[config.mk]
export PLATFORM = sky130hd
export DESIGN_NAME = md5_digest_engine_flat
export DESIGN_NICKNAME = d
export VERILOG_FILES = /design/src/hw/rtl/md5_pkg.sv /design/src/hw/rtl/md5_msg_if.sv /design/src/hw/rtl/md5_dig_if.sv /design/src/hw/rtl/md5_buf_ram.sv /design/src/hw/rtl/md5_round.sv /design/src/hw/rtl/md5_digest_engine.sv /design/src/flat_wrapper.sv
export SDC_FILE = /design/constraint.sdc
export NUM_CORES = 2
export LEC_CHECK = 0
export BUFFER_PORTS_ARGS = -buffer_cell sky130_fd_sc_hd__buf_2
export CAP_MARGIN = 20
export CORE_MARGIN = 10
export CORE_UTILIZATION = 55
export CTS_BUF_LIST = sky130_fd_sc_hd__clkbuf_8
export DETAILED_ROUTE_END_ITERATION = 8
export GPL_ROUTABILITY_DRIVEN = 0
export HOLD_SLACK_MARGIN = 0.12
export PLACE_DENSITY = 0.75
export SETUP_SLACK_MARGIN = 0.1
export SYNTH_ARGS = -nofsm -noshare
export SYNTH_HDL_FRONTEND = slang
export SYNTH_SLANG_ARGS = --single-unit
[constraint.sdc]
create_clock -name clk -period 16 [get_ports clk]
set_input_delay 3.2 -clock clk [delete_from_list [all_inputs] [get_ports clk]]
set_output_delay 3.2 -clock clk [all_outputs]
set_load 0.01 [all_outputs]
[src/hw/rtl/md5_pkg.sv]
// ----------------------------------------------------------------------------
// md5_pkg
// Shared types, constants and round tables of the MD5 digest engine.
// ----------------------------------------------------------------------------
package md5_pkg;

	localparam int WORDS  = 16;
	localparam int ADDR_W = 4;

	typedef logic [31:0] word_t;
	typedef logic [3:0][31:0] chain_t;
	typedef logic [ADDR_W-1:0] waddr_t;
	typedef logic [5:0] rnd_t;

	localparam word_t IV_A = 32'h67452301;
	localparam word_t IV_B = 32'hefcdab89;
	localparam word_t IV_C = 32'h98badcfe;
	localparam word_t IV_D = 32'h10325476;

	localparam word_t K_TAB [64] = '{
		32'hd76aa478, 32'he8c7b756, 32'h242070db, 32'hc1bdceee,
		32'hf57c0faf, 32'h4787c62a, 32'ha8304613, 32'hfd469501,
		32'h698098d8, 32'h8b44f7af, 32'hffff5bb1, 32'h895cd7be,
		32'h6b901122, 32'hfd987193, 32'ha679438e, 32'h49b40821,
		32'hf61e2562, 32'hc040b340, 32'h265e5a51, 32'he9b6c7aa,
		32'hd62f105d, 32'h02441453, 32'hd8a1e681, 32'he7d3fbc8,
		32'h21e1cde6, 32'hc33707d6, 32'hf4d50d87, 32'h455a14ed,
		32'ha9e3e905, 32'hfcefa3f8, 32'h676f02d9, 32'h8d2a4c8a,
		32'hfffa3942, 32'h8771f681, 32'h6d9d6122, 32'hfde5380c,
		32'ha4beea44, 32'h4bdecfa9, 32'hf6bb4b60, 32'hbebfbc70,
		32'h289b7ec6, 32'heaa127fa, 32'hd4ef3085, 32'h04881d05,
		32'hd9d4d039, 32'he6db99e5, 32'h1fa27cf8, 32'hc4ac5665,
		32'hf4292244, 32'h432aff97, 32'hab9423a7, 32'hfc93a039,
		32'h655b59c3, 32'h8f0ccc92, 32'hffeff47d, 32'h85845dd1,
		32'h6fa87e4f, 32'hfe2ce6e0, 32'ha3014314, 32'h4e0811a1,
		32'hf7537e82, 32'hbd3af235, 32'h2ad7d2bb, 32'heb86d391
	};

	localparam logic [4:0] ROT_TAB [16] = '{
		5'd7, 5'd12, 5'd17, 5'd22, 5'd5, 5'd9, 5'd14, 5'd20,
		5'd4, 5'd11, 5'd16, 5'd23, 5'd6, 5'd10, 5'd15, 5'd21
	};

	typedef struct packed {
		logic [7:0] data_byte;
		logic       byte_valid;
		logic       is_last;
	} md5_msg_t;

	typedef struct packed {
		logic [63:0] digest_half;
		logic        half_index;
		logic        last_half;
	} md5_dig_t;

	typedef struct packed {
		logic load;
		logic step;
		logic fold;
		logic reinit;
	} rnd_ctl_t;

	typedef enum logic [2:0] {
		ST_IDLE,
		ST_PRIME,
		ST_ROUND,
		ST_FOLD,
		ST_OUT0,
		ST_OUT1
	} md5_state_t;

	typedef enum logic [1:0] {
		BLK_DATA,
		BLK_PAD,
		BLK_LEN
	} blk_kind_t;

	// message word index used by a round
	function automatic waddr_t msg_idx(input rnd_t r);
		waddr_t i;
		i = r[3:0];
		unique case (r[5:4])
			2'd0: msg_idx = i;
			2'd1: msg_idx = waddr_t'((i << 2) + i + 4'd1);
			2'd2: msg_idx = waddr_t'((i << 1) + i + 4'd5);
			2'd3: msg_idx = waddr_t'((i << 3) - i);
		endcase
	endfunction

	function automatic word_t bswap32(input word_t w);
		bswap32 = {w[7:0], w[15:8], w[23:16], w[31:24]};
	endfunction

endpackage

[src/hw/rtl/md5_msg_if.sv]
// ----------------------------------------------------------------------------
// md5_msg_if
// Message byte channel with valid/ready handshake.
// ----------------------------------------------------------------------------
interface md5_msg_if;
	import md5_pkg::*;

	logic     valid;
	logic     ready;
	md5_msg_t data;

	modport source (output valid, output data, input ready);
	modport sink (input valid, input data, output ready);
endinterface

[src/hw/rtl/md5_dig_if.sv]
// ----------------------------------------------------------------------------
// md5_dig_if
// Digest half channel with valid/ready handshake.
// ----------------------------------------------------------------------------
interface md5_dig_if;
	import md5_pkg::*;

	logic     valid;
	logic     ready;
	md5_dig_t data;

	modport source (output valid, output data, input ready);
	modport sink (input valid, input data, output ready);
endinterface

[src/hw/rtl/md5_buf_ram.sv]
// ----------------------------------------------------------------------------
// md5_buf_ram
// Block buffer: 16 x 32-bit words, one write port, one registered read port.
// ----------------------------------------------------------------------------
module md5_buf_ram (
	input  logic           clk,
	input  logic           we,
	input  md5_pkg::waddr_t waddr,
	input  md5_pkg::word_t  wdata,
	input  md5_pkg::waddr_t raddr,
	output md5_pkg::word_t  rdata
);
	import md5_pkg::*;

	word_t mem [WORDS];
	word_t rdata_q;

	always_ff @(posedge clk) begin
		if (we) begin
			mem[waddr] <= wdata;
		end
	end

	always_ff @(posedge clk) begin
		rdata_q <= mem[raddr];
	end

	assign rdata = rdata_q;
endmodule

[src/hw/rtl/md5_round.sv]
// ----------------------------------------------------------------------------
// md5_round
// One MD5 step per cycle while ctl.step is high, on the working words, plus the chaining words.
// ----------------------------------------------------------------------------
module md5_round (
	input  logic              clk,
	input  logic              arst_n,
	input  md5_pkg::rnd_ctl_t ctl,
	input  md5_pkg::rnd_t     rnd,
	input  md5_pkg::word_t    w,
	output md5_pkg::chain_t   chain
);
	import md5_pkg::*;

	word_t       a_q, b_q, c_q, d_q;
	chain_t      h_q;
	word_t       f;
	word_t       t;
	logic [63:0] rot_wide;
	word_t       b_next;

	always_comb begin
		unique case (rnd[5:4])
			2'd0: f = (b_q & c_q) | (~b_q & d_q);
			2'd1: f = (b_q & d_q) | (c_q & ~d_q);
			2'd2: f = b_q ^ c_q ^ d_q;
			2'd3: f = c_q ^ (b_q | ~d_q);
		endcase
		t        = a_q + f + K_TAB[rnd] + w;
		rot_wide = {t, t} << ROT_TAB[{rnd[5:4], rnd[1:0]}];
		b_next   = b_q + rot_wide[63:32];
	end

	always_ff @(posedge clk) begin
		if (ctl.load) begin
			a_q <= h_q[0];
			b_q <= h_q[1];
			c_q <= h_q[2];
			d_q <= h_q[3];
		end else if (ctl.step) begin
			a_q <= d_q;
			b_q <= b_next;
			c_q <= b_q;
			d_q <= c_q;
		end
	end

	always_ff @(posedge clk or negedge arst_n) begin
		if (!arst_n) begin
			h_q <= {IV_D, IV_C, IV_B, IV_A};
		end else if (ctl.reinit) begin
			h_q <= {IV_D, IV_C, IV_B, IV_A};
		end else if (ctl.fold) begin
			h_q[0] <= h_q[0] + a_q;
			h_q[1] <= h_q[1] + b_q;
			h_q[2] <= h_q[2] + c_q;
			h_q[3] <= h_q[3] + d_q;
		end
	end

	assign chain = h_q;
endmodule

[src/hw/rtl/md5_digest_engine.sv]
// ----------------------------------------------------------------------------
// md5_digest_engine
// MD5 (RFC 1321) over a byte stream, digest given as two 64-bit halves.
// ----------------------------------------------------------------------------
// msg carries one byte per word with byte_valid and is_last; digest carries
// the 16 digest bytes as two words, first byte in the top bits of half 0.
// A byte that does not fill a 64-byte block is taken while the block stays
// idle. The block buffer sits in a 16 x 32 synchronous RAM; once 64 bytes
// are there, the compression reads one message word per cycle and runs one
// step per cycle: a priming state, 64 steps and a fold state per block, with
// msg.ready low meanwhile. A word with is_last pads the message and runs one
// or two more blocks (two when 56 or more bytes sit in the last block, or
// when the last byte itself fills a block), then offers the two digest words.
// Each digest word waits for digest.ready as long as needed; msg stays
// stalled until the second is taken, then chaining values and bit count
// return to their initial values. Reset clears the bit count, loads the
// initial chaining values and leaves the block idle and ready.
// ----------------------------------------------------------------------------
module md5_digest_engine (
	input logic        clk,
	input logic        arst_n,
	md5_msg_if.sink    msg,
	md5_dig_if.source  digest
);
	import md5_pkg::*;

	md5_state_t  state_q, state_d;
	blk_kind_t   blk_q;
	logic        fin_q;
	rnd_t        rnd_q;
	logic [63:0] count_q;
	logic [23:0] asm_q;
	waddr_t      g_s1;

	logic        accept;
	logic        full;
	logic        len_ok;
	waddr_t      nw;
	logic [1:0]  nb;
	logic        we;
	waddr_t      raddr;
	word_t       rdata;
	word_t       partial;
	word_t       w;
	rnd_ctl_t    ctl;
	chain_t      chain;

	assign accept = msg.valid && msg.ready;
	assign nw     = count_q[8:5];
	assign nb     = count_q[4:3];
	assign full   = msg.data.byte_valid && (count_q[8:3] == 6'h3F);
	assign len_ok = count_q[8:6] != 3'b111;
	assign we     = accept && msg.data.byte_valid && (nb == 2'd3);

	md5_buf_ram u_ram (
		.clk   (clk),
		.we    (we),
		.waddr (nw),
		.wdata ({msg.data.data_byte, asm_q}),
		.raddr (raddr),
		.rdata (rdata)
	);

	md5_round u_round (
		.clk    (clk),
		.arst_n (arst_n),
		.ctl    (ctl),
		.rnd    (rnd_q),
		.w      (w),
		.chain  (chain)
	);

	// partial word with the 0x80 marker
	always_comb begin
		unique case (nb)
			2'd0: partial = 32'h0000_0080;
			2'd1: partial = {16'h0000, 8'h80, asm_q[7:0]};
			2'd2: partial = {8'h00, 8'h80, asm_q[15:0]};
			2'd3: partial = {8'h80, asm_q[23:0]};
		endcase
	end

	always_comb begin
		w = '0;
		unique case (blk_q)
			BLK_DATA: w = rdata;
			BLK_PAD: begin
				priority if (g_s1 < nw) begin
					w = rdata;
				end else if (g_s1 == nw) begin
					w = partial;
				end else if (len_ok && g_s1 == 4'd14) begin
					w = count_q[31:0];
				end else if (len_ok && g_s1 == 4'd15) begin
					w = count_q[63:32];
				end else begin
					w = '0;
				end
			end
			BLK_LEN: begin
				if (g_s1 == 4'd14) begin
					w = count_q[31:0];
				end else if (g_s1 == 4'd15) begin
					w = count_q[63:32];
				end
			end
			default: w = '0;
		endcase
	end

	always_comb begin
		state_d = state_q;
		unique case (state_q)
			ST_IDLE: begin
				if (accept && (full || msg.data.is_last)) begin
					state_d = ST_PRIME;
				end
			end
			ST_PRIME: state_d = ST_ROUND;
			ST_ROUND: begin
				if (rnd_q == 6'd63) begin
					state_d = ST_FOLD;
				end
			end
			ST_FOLD: begin
				priority if (!fin_q) begin
					state_d = ST_IDLE;
				end else if (blk_q == BLK_DATA || (blk_q == BLK_PAD && !len_ok)) begin
					state_d = ST_PRIME;
				end else begin
					state_d = ST_OUT0;
				end
			end
			ST_OUT0: begin
				if (digest.ready) begin
					state_d = ST_OUT1;
				end
			end
			ST_OUT1: begin
				if (digest.ready) begin
					state_d = ST_IDLE;
				end
			end
			default: state_d = ST_IDLE;
		endcase
	end

	always_comb begin
		msg.ready    = 1'b0;
		digest.valid = 1'b0;
		ctl          = '0;
		raddr        = msg_idx(6'd0);
		unique case (state_q)
			ST_IDLE: msg.ready = 1'b1;
			ST_PRIME: ctl.load = 1'b1;
			ST_ROUND: begin
				ctl.step = 1'b1;
				raddr    = msg_idx(rnd_t'(rnd_q + 6'd1));
			end
			ST_FOLD: ctl.fold = 1'b1;
			ST_OUT0: digest.valid = 1'b1;
			ST_OUT1: begin
				digest.valid = 1'b1;
				ctl.reinit   = digest.ready;
			end
			default: ;
		endcase
	end

	assign digest.data.half_index  = (state_q == ST_OUT1);
	assign digest.data.last_half   = (state_q == ST_OUT1);
	assign digest.data.digest_half = (state_q == ST_OUT1)
		? {bswap32(chain[2]), bswap32(chain[3])}
		: {bswap32(chain[0]), bswap32(chain[1])};

	always_ff @(posedge clk or negedge arst_n) begin
		if (!arst_n) begin
			state_q <= ST_IDLE;
			blk_q   <= BLK_DATA;
			fin_q   <= 1'b0;
			rnd_q   <= '0;
			count_q <= '0;
		end else begin
			state_q <= state_d;
			if (accept) begin
				fin_q <= msg.data.is_last;
				blk_q <= full ? BLK_DATA : BLK_PAD;
				if (msg.data.byte_valid) begin
					count_q <= count_q + 64'd8;
				end
			end
			if (state_q == ST_FOLD && fin_q) begin
				blk_q <= (blk_q == BLK_DATA) ? BLK_PAD : BLK_LEN;
			end
			if (state_q == ST_PRIME) begin
				rnd_q <= '0;
			end else if (state_q == ST_ROUND) begin
				rnd_q <= rnd_t'(rnd_q + 6'd1);
			end
			if (ctl.reinit) begin
				count_q <= '0;
			end
		end
	end

	// partial word assembly
	always_ff @(posedge clk) begin
		if (accept && msg.data.byte_valid) begin
			unique case (nb)
				2'd0: asm_q[7:0]   <= msg.data.data_byte;
				2'd1: asm_q[15:8]  <= msg.data.data_byte;
				2'd2: asm_q[23:16] <= msg.data.data_byte;
				2'd3: ;
			endcase
		end
	end

	always_ff @(posedge clk) begin
		g_s1 <= raddr;
	end

	a_ready_no_out: assert property (@(posedge clk) disable iff (!arst_n)
		msg.ready |-> !digest.valid)
		else $error("msg ready while digest pending");

	a_fold_after_63: assert property (@(posedge clk) disable iff (!arst_n)
		state_q == ST_FOLD |-> $past(rnd_q) == 6'd63)
		else $error("fold without full round count");

	a_half_order: assert property (@(posedge clk) disable iff (!arst_n)
		digest.valid && digest.ready && !digest.data.last_half |=> state_q == ST_OUT1)
		else $error("second digest half not next");

	a_reinit: assert property (@(posedge clk) disable iff (!arst_n)
		digest.valid && digest.ready && digest.data.last_half
		|=> count_q == 64'd0 && state_q == ST_IDLE)
		else $error("no reinit after digest");
endmodule
[src/flat_wrapper.sv]
// flat-port wrapper written by rule: the top's interface ports become plain ports
module md5_digest_engine_flat import md5_pkg::*;
  (clk, arst_n, msg_valid, msg_data, msg_ready, digest_valid, digest_data, digest_ready);
  md5_msg_if msg_i ();
  md5_dig_if digest_i ();
  input logic clk;
  input logic arst_n;
  input wire logic [$bits(msg_i.valid)-1:0] msg_valid;
  input wire logic [$bits(msg_i.data)-1:0] msg_data;
  output wire logic [$bits(msg_i.ready)-1:0] msg_ready;
  output wire logic [$bits(digest_i.valid)-1:0] digest_valid;
  output wire logic [$bits(digest_i.data)-1:0] digest_data;
  input wire logic [$bits(digest_i.ready)-1:0] digest_ready;
  assign msg_i.valid = msg_valid;
  assign msg_i.data = msg_data;
  assign msg_ready = msg_i.ready;
  assign digest_valid = digest_i.valid;
  assign digest_data = digest_i.data;
  assign digest_i.ready = digest_ready;
  md5_digest_engine u_core (.clk(clk), .arst_n(arst_n), .msg(msg_i), .digest(digest_i));
endmodule
* Word-level counts from Yosys, hierarchy flattened
Memory sizes are Yosys's and may differ from the RTL's. A register that Yosys moved wholly into a read port is not among the register bits.
Index checks and enable logic that the tools add are counted.
** Word-level totals
- Flip-flop bits (word level) :: 360
- Bits in read-only memories :: 2128
- Word-level logic and storage cells :: 158
- Memory bits (writable) :: 512
- Output and inout port bits :: 68
- Input bits :: 14
- Memories kept :: 3
** Memories
- (name not given) :: depth 64, width 32, read ports 1, clocked after Yosys merged registers in 0, wr ports 0, line md5_round.sv:29 : t = a_q + f + K_TAB[rnd] + w;
- u_core.u_ram.mem :: depth 16, width 32, read ports 1, clocked after Yosys merged registers in 1, wr ports 1, line md5_buf_ram.sv:15 : word_t mem [WORDS];
- (name not given) :: depth 16, width 5, read ports 1, clocked after Yosys merged registers in 0, wr ports 0, line md5_round.sv:30 : rot_wide = {t, t} << ROT_TAB[{rnd[5:4], rnd[1:0]}];
** Operators by class
- $lt $le $gt $ge :: 3
- Shifts and indexed selects :: 1
- Bitwise gates (word level) :: 14
- $add $sub $neg :: 15
- Multiplexer cells :: 50
- Equal/unequal tests :: 26
- Reduce and logical (&&, ||, !) cells :: 29
** Operators by type and width (count)
- $mux W32 :: 16
- $add A32 B32 Y32 :: 8
- $mux W128 :: 2
- $mux W64 :: 4
- $pmux W32 S4 :: 2
- $and A32 B32 Y32 :: 4
- $or A32 B32 Y32 :: 3
- $pmux W32 S3 :: 1
- $xor A32 B32 Y32 :: 3
- $add A64 B4 Y64 const B :: 1
- $not A32 Y32 :: 2
- $shl A64 B5 Y64 :: 1
- $mux W3 :: 6
- $pmux W3 S6 :: 1
- $pmux W4 S4 :: 1
- $eq A2 B2 Y1 const B :: 7
- $eq A6 B6 Y1 const B :: 2
- $mux W6 :: 2
- $reduce_bool A2 Y1 :: 6
- $mux W5 :: 2
- $logic_and A1 B1 Y1 :: 9
- $mux W1 :: 9
- $add A4 B4 Y4 :: 2
- $eq A2 B1 Y1 const B :: 4
- other kinds (26) :: 40

* Logic depth before layout (Yosys ltp)
- Word-level depth :: 12
- Gate-level depth with buffers :: 42
- Mapped depth without buffers :: 40

* Cells and area by module
From an unflattened synthesis, not the netlist that was laid out.
** Unflattened totals
- Cell total of the unflattened synthesis :: 5144
- Area, all modules :: 55074.1 um2
** By module, submodules not included
- md5_round :: times used 1, cells an instance 3412, area each 28177.0 um2, seq. area each 7126.8 um2
- md5_buf_ram :: times used 1, cells an instance 838, area each 19835.3 um2, seq. area each 16015.4 um2
- md5_digest_engine :: times used 1, cells an instance 894, area each 7061.8 um2, seq. area each 2627.5 um2

* Worst setup path after synthesis
No wires, ideal clock.
- Kind :: register -> register
- From :: register u_core.g_s1[0]
- To :: register u_core.u_round.b_q[31] (data pin)
- Path buffers :: 2
- Path slack :: 6.692 ns
- Data arrival time :: 9.048 ns
- Cell stages (with the launch flop) :: 42
- Clock period less this slack :: 9.308 ns
- Required time :: 15.740 ns
- Setup time :: 0.260 ns
- Path through :: dfxtp_1 clkbuf_1 clkbuf_1 inv_1 ha_1 nor2b_1 o21ai_0 a21oi_1 nand2_1 nor3b_1 a222oi_1 fa_1 inv_1 fa_1 ha_1 inv_1 fa_1 nand2b_1 [6 not listed] a21oi_1 mux2i_1 mux2i_1 mux2i_1 mux2i_1 ha_1 a211oi_1 o21bai_1 or2_1 a41oi_2 a31oi_1 a211o_1 a31oi_1 o21ai_1 a21o_2 a21oi_1 xnor3_1 mux2_4
** On the way
- Cells in the longest elaborated chain, start to end :: 12
- Elaborated cells on any way between the ends :: 18
- Those cells by class :: add/sub: 2; order compare: 1; eq/ne: 3; shift: 1; mux: 9; reduce/logical: 2
** Ends and longest elaborated chain
- from (decl) :: line md5_digest_engine.sv:33 : waddr_t g_s1;
- from (signal assigned) :: line md5_digest_engine.sv:219 : g_s1 <= raddr;
- $eq A4 B4 Y1 :: line md5_digest_engine.sv:94, md5_digest_engine.sv:103
- $logic_and A1 B1 Y1 :: line md5_digest_engine.sv:94 : end else if (len_ok && g_s1 == 4'd15) begin
- $mux W32 :: line md5_digest_engine.sv:94
- $mux W32 :: line md5_digest_engine.sv:92 : end else if (len_ok && g_s1 == 4'd14) begin
- $mux W32 :: line md5_digest_engine.sv:90 : end else if (g_s1 == nw) begin
- $mux W32 :: line md5_digest_engine.sv:88 : priority if (g_s1 < nw) begin
- $pmux W32 S3 (*) :: line md5_digest_engine.sv:85 : unique case (blk_q)
- $add A32 B32 Y32 (*) :: line md5_round.sv:29
- $shl A64 B5 Y64 (*) :: line md5_round.sv:30
- $add A32 B32 Y32 (*) :: line md5_round.sv:31 : b_next = b_q + rot_wide[63:32];
- $mux W32 (*) :: line md5_round.sv:40 : end else if (ctl.step) begin
- $mux W32 (*) :: line md5_round.sv:35 : if (ctl.load) begin
- to (signal assigned) :: line md5_round.sv:37 : b_q <= h_q[1];
- to (signal assigned) :: line md5_round.sv:42 : b_q <= b_next;
- to (decl) :: line md5_round.sv:15 : word_t a_q, b_q, c_q, d_q;
Every way passes the cells marked *; elsewhere a longest branch is shown, timed or not. The select of a mux whose other input is x is not followed.
A chain may end at the register's enable or synchronous reset.

* Worst setup path after layout
- From :: register u_core.g_s1[0]
- To :: register u_core.u_round.b_q[30] (data pin)
The elaborated chain is that of the path after synthesis.

==> impl_metrics.env <==
export IMPL_final_layout_size_suffix_gt1_frac=0.114
export IMPL_detailed_place_area_mm2=0.0560
export IMPL_critPathLaunchType="flop"
export IMPL_cts_hold_buffers_added=0
export IMPL_clock_path_buffers=3
export IMPL_final_core_util=0.599
export IMPL_pin_count=82
export IMPL_grt_pass1_wl_mm=250
export IMPL_detailed_place_hpwl_mm=108
export IMPL_die_x_um=335
export IMPL_design_area_mm2=0.0590
export IMPL_holdCritStartpoint="u_core.u_round.chain[0]"
export IMPL_final_routed_wire_length_divided_by_cell_count_um=23.9
export IMPL_hp_class="flop to flop"
export IMPL_timing_critical_path_slowest_cell_delay_ps=680
export IMPL_area_growth_synth_to_final_pct=7.82
export IMPL_synth_warning_count=0
export IMPL_fp_dieArea_mm2=0.113
export IMPL_max_cap_violations=0
export IMPL_clk_transition_reported_paths_ps=70
export IMPL_num_vias=45700
export IMPL_cp_max_fo=36
export IMPL_min_path_cells=2
export IMPL_critPathSlowestCell="sky130_fd_sc_hd__nor3b_1"
export IMPL_number_of_hold_violations_in_the_final_report=0
export IMPL_initial_utilization=0.555
export IMPL_numPortBuffers=81
export IMPL_syn_instance_count=5593
export IMPL_reg2reg_setup_slack_ps=4860
export IMPL_crit_arrival_ps=11700
export IMPL_post_cts_repair_setup_buffers=0
export IMPL_cts_sink_count=901
export IMPL_setup_repair_after_global_routing_missed_its_margin="no"
export IMPL_cts_buffers=149
export IMPL_regToRegStartpoint="u_core.g_s1[0]"
export IMPL_number_of_cells_upsized_or_downsized_after_cts=0
export IMPL_max_clock_skew_ps=59.8
export IMPL_syn_nets=5908
export IMPL_max_freq_mhz=89.8
export IMPL_ff2ff_path_depth=41
export IMPL_timing_critical_path_mode_cell="sky130_fd_sc_hd__o21ai_0"
export IMPL_grt_total_usage=0.285
export IMPL_placement_rows=115
export IMPL_setup_tns_final_ps=0
export IMPL_yosysUniqueCellTypes=101
export IMPL_grt_pass1_vias=41800
export IMPL_fin_crit_sh=0.696
export IMPL_finalWirelength_mm=166
export IMPL_worstHoldEndpoint="u_core.u_round.chain[0]"
export IMPL_vias_per_cell=6.55
export IMPL_clock_root_buffer="sky130_fd_sc_hd__clkbuf_8"
export IMPL_final_setup_worst_slack_ps=4860
export IMPL_cts_tree="yes"
export IMPL_drt_first_iter_violations=7194
export IMPL_postSynthRegisterBits=901
export IMPL_setup_viol=0
export IMPL_regToRegEndpoint="u_core.u_round.b_q[30]"
export IMPL_synthesis_area_per_instance_um2=9.79
export IMPL_synthArstFlopShare=0.223
export IMPL_final_number_of_max_transition_violations=0
export IMPL_timing_critical_path_to_type="flop"
export IMPL_synth_flop_cell="sky130_fd_sc_hd__edfxtp_1"
export IMPL_grt_start_max_net_pins=173
export IMPL_grt_antenna_before_repair=6
export IMPL_slew_headroom=0.167
export IMPL_detail_route_antenna_nets=0
export IMPL_design_core_area_mm2=0.0986
export IMPL_status="completed"
export IMPL_clock_latency_ps=890
export IMPL_dp_slack_ps=5210
export IMPL_remaining_drc_errors=0
export IMPL_grt_overflow_total=0
export IMPL_die_y_um=335
export IMPL_synth_edff_count=664
export IMPL_layout_cells_most_common="sky130_fd_sc_hd__nand2_1"
export IMPL_worstSetupPathType="flop to flop"
export IMPL_first_pass_iters=9
export IMPL_design_final_nets=5871
export IMPL_worst_slew_pin_slew_ps=1230
export IMPL_most_common_layout_cells="sky130_fd_sc_hd__nand2_1 (1,041), sky130_fd_sc_hd__edfxtp_1 (664), sky130_fd_sc_hd__o21ai_0 (370)"
export IMPL_critPathRequiredTime_ps=16560
export IMPL_ys_seq_area_frac=0.471
export IMPL_post_synthesis_instance_area_mm2=0.0547
export IMPL_cts_htree_levels=4
export IMPL_final_period_minus_worst_setup_slack_ps=11140
[critical path, delay by kind of cell (launching register included)]
family                   cells  cell delay [ps]
AO/OA/AOI/OAI               21             5360
adder cells (fa/ha/maj)      7             2630
AND/OR/NAND/NOR              6             1370
buffers and inverters        4              650
XOR/XNOR                     2              390
flip-flops                   1              310
multiplexers                 1              120
[cell type report]
type | instances | area, um2
Fill cell | 7980 | 39600
Multi-Input combinational cell | 4179 | 27000
Sequential cell | 901 | 25800
Clock buffer | 168 | 2310
Tap cell | 1287 | 1610
Timing Repair Buffer | 145 | 936
Inverter | 180 | 686
Clock inverter | 109 | 656
Antenna cell | 3 | 7.51
[cells by family after synthesis]
| logic type | Yosys count | share of synthesized area |
|---|---|---|
| multiplexers | 215 | 0.0441 |
| flip-flops | 901 | 0.471 |
| AO/OA/AOI/OAI | 1382 | 0.163 |
| AND/OR/NAND/NOR | 2034 | 0.164 |
| adder cells (fa/ha/maj) | 301 | 0.0787 |
| buffers and inverters | 513 | 0.0391 |
| XOR/XNOR | 247 | 0.0398 |
[worst max path at each step]
stage          depth (start not counted)  slack (ps)                endpoint         startpoint
3_5_place_dp                          39        5210  u_core.u_round.b_q[30]  u_core.count_q[6]
4_1_cts                               39        5150  u_core.u_round.b_q[30]  u_core.count_q[6]
2_1_floorplan                         41        6690  u_core.u_round.b_q[31]     u_core.g_s1[0]
3_3_place_gp                          41        5500  u_core.u_round.b_q[30]     u_core.g_s1[0]
6_report                              41        4860  u_core.u_round.b_q[30]     u_core.g_s1[0]
5_1_grt                               41        4300  u_core.u_round.b_q[28]     u_core.g_s1[0]
[per-stage QoR]
step	std cells	hold WS (ps)
after floorplan	5593	470
final	6972	509
after global placement	6690	490
after detailed placement	6690	503
after CTS	6967	512
after global routing	6971	529
[metal layers]
metal | GRT usage | vias up | share of wire
met2 | 0.425 | 2892 | 0.44
li1 | - | 20400 | -
met1 | 0.401 | 21900 | 0.40
met4 | 0.119 | 6 | 0.044
met3 | 0.0610 | 527 | 0.11
met5 | 0 | - | 0.00022
[flip-flops by register name, indices dropped and copies added (netlist names), 4 cells and up]
name                  count
u_core.u_ram.mem        512
u_core.u_round.chain    128
u_core.count_q           61
u_core.u_ram.rdata       32
u_core.u_round.a_q       32
u_core.u_round.b_q       32
u_core.u_round.c_q       32
u_core.u_round.d_q       32
u_core.asm_q             24
u_core.rnd_q              6
u_core.g_s1               4
[synthesized netlist by cell type (31+ instances only)]
library cell	number	area, um2
sky130_fd_sc_hd__nand2b_1	46	288
sky130_fd_sc_hd__mux2_2	122	1370
sky130_fd_sc_hd__and3_1	99	619
sky130_fd_sc_hd__buf_2	31	155
sky130_fd_sc_hd__xor2_1	103	902
sky130_fd_sc_hd__dfxtp_1	36	721
sky130_fd_sc_hd__clkbuf_1	247	927
sky130_fd_sc_hd__xnor2_1	143	1250
sky130_fd_sc_hd__a311oi_1	111	972
sky130_fd_sc_hd__edfxtp_1	664	19900
sky130_fd_sc_hd__o211ai_1	113	848
sky130_fd_sc_hd__dfrtp_1	137	3430
sky130_fd_sc_hd__nand2_1	1046	3930
sky130_fd_sc_hd__a21o_1	79	593
sky130_fd_sc_hd__nor3_1	73	365
sky130_fd_sc_hd__ha_1	229	2870
sky130_fd_sc_hd__a31oi_1	62	388
sky130_fd_sc_hd__o21ai_0	371	1860
sky130_fd_sc_hd__buf_1	33	124
sky130_fd_sc_hd__nand4_1	35	219
sky130_fd_sc_hd__fa_1	72	1440
sky130_fd_sc_hd__dfstp_2	64	1680
sky130_fd_sc_hd__or2_2	35	219
sky130_fd_sc_hd__mux2i_1	84	841
sky130_fd_sc_hd__a21oi_1	339	1700
sky130_fd_sc_hd__nand3_1	297	1490
sky130_fd_sc_hd__inv_1	174	653
sky130_fd_sc_hd__a211oi_1	48	360
sky130_fd_sc_hd__nor2_1	286	1070
Power is left out: the tool's default activity adds up to more than one toggle a clock period on the data nets, which glitch-free logic cannot reach.
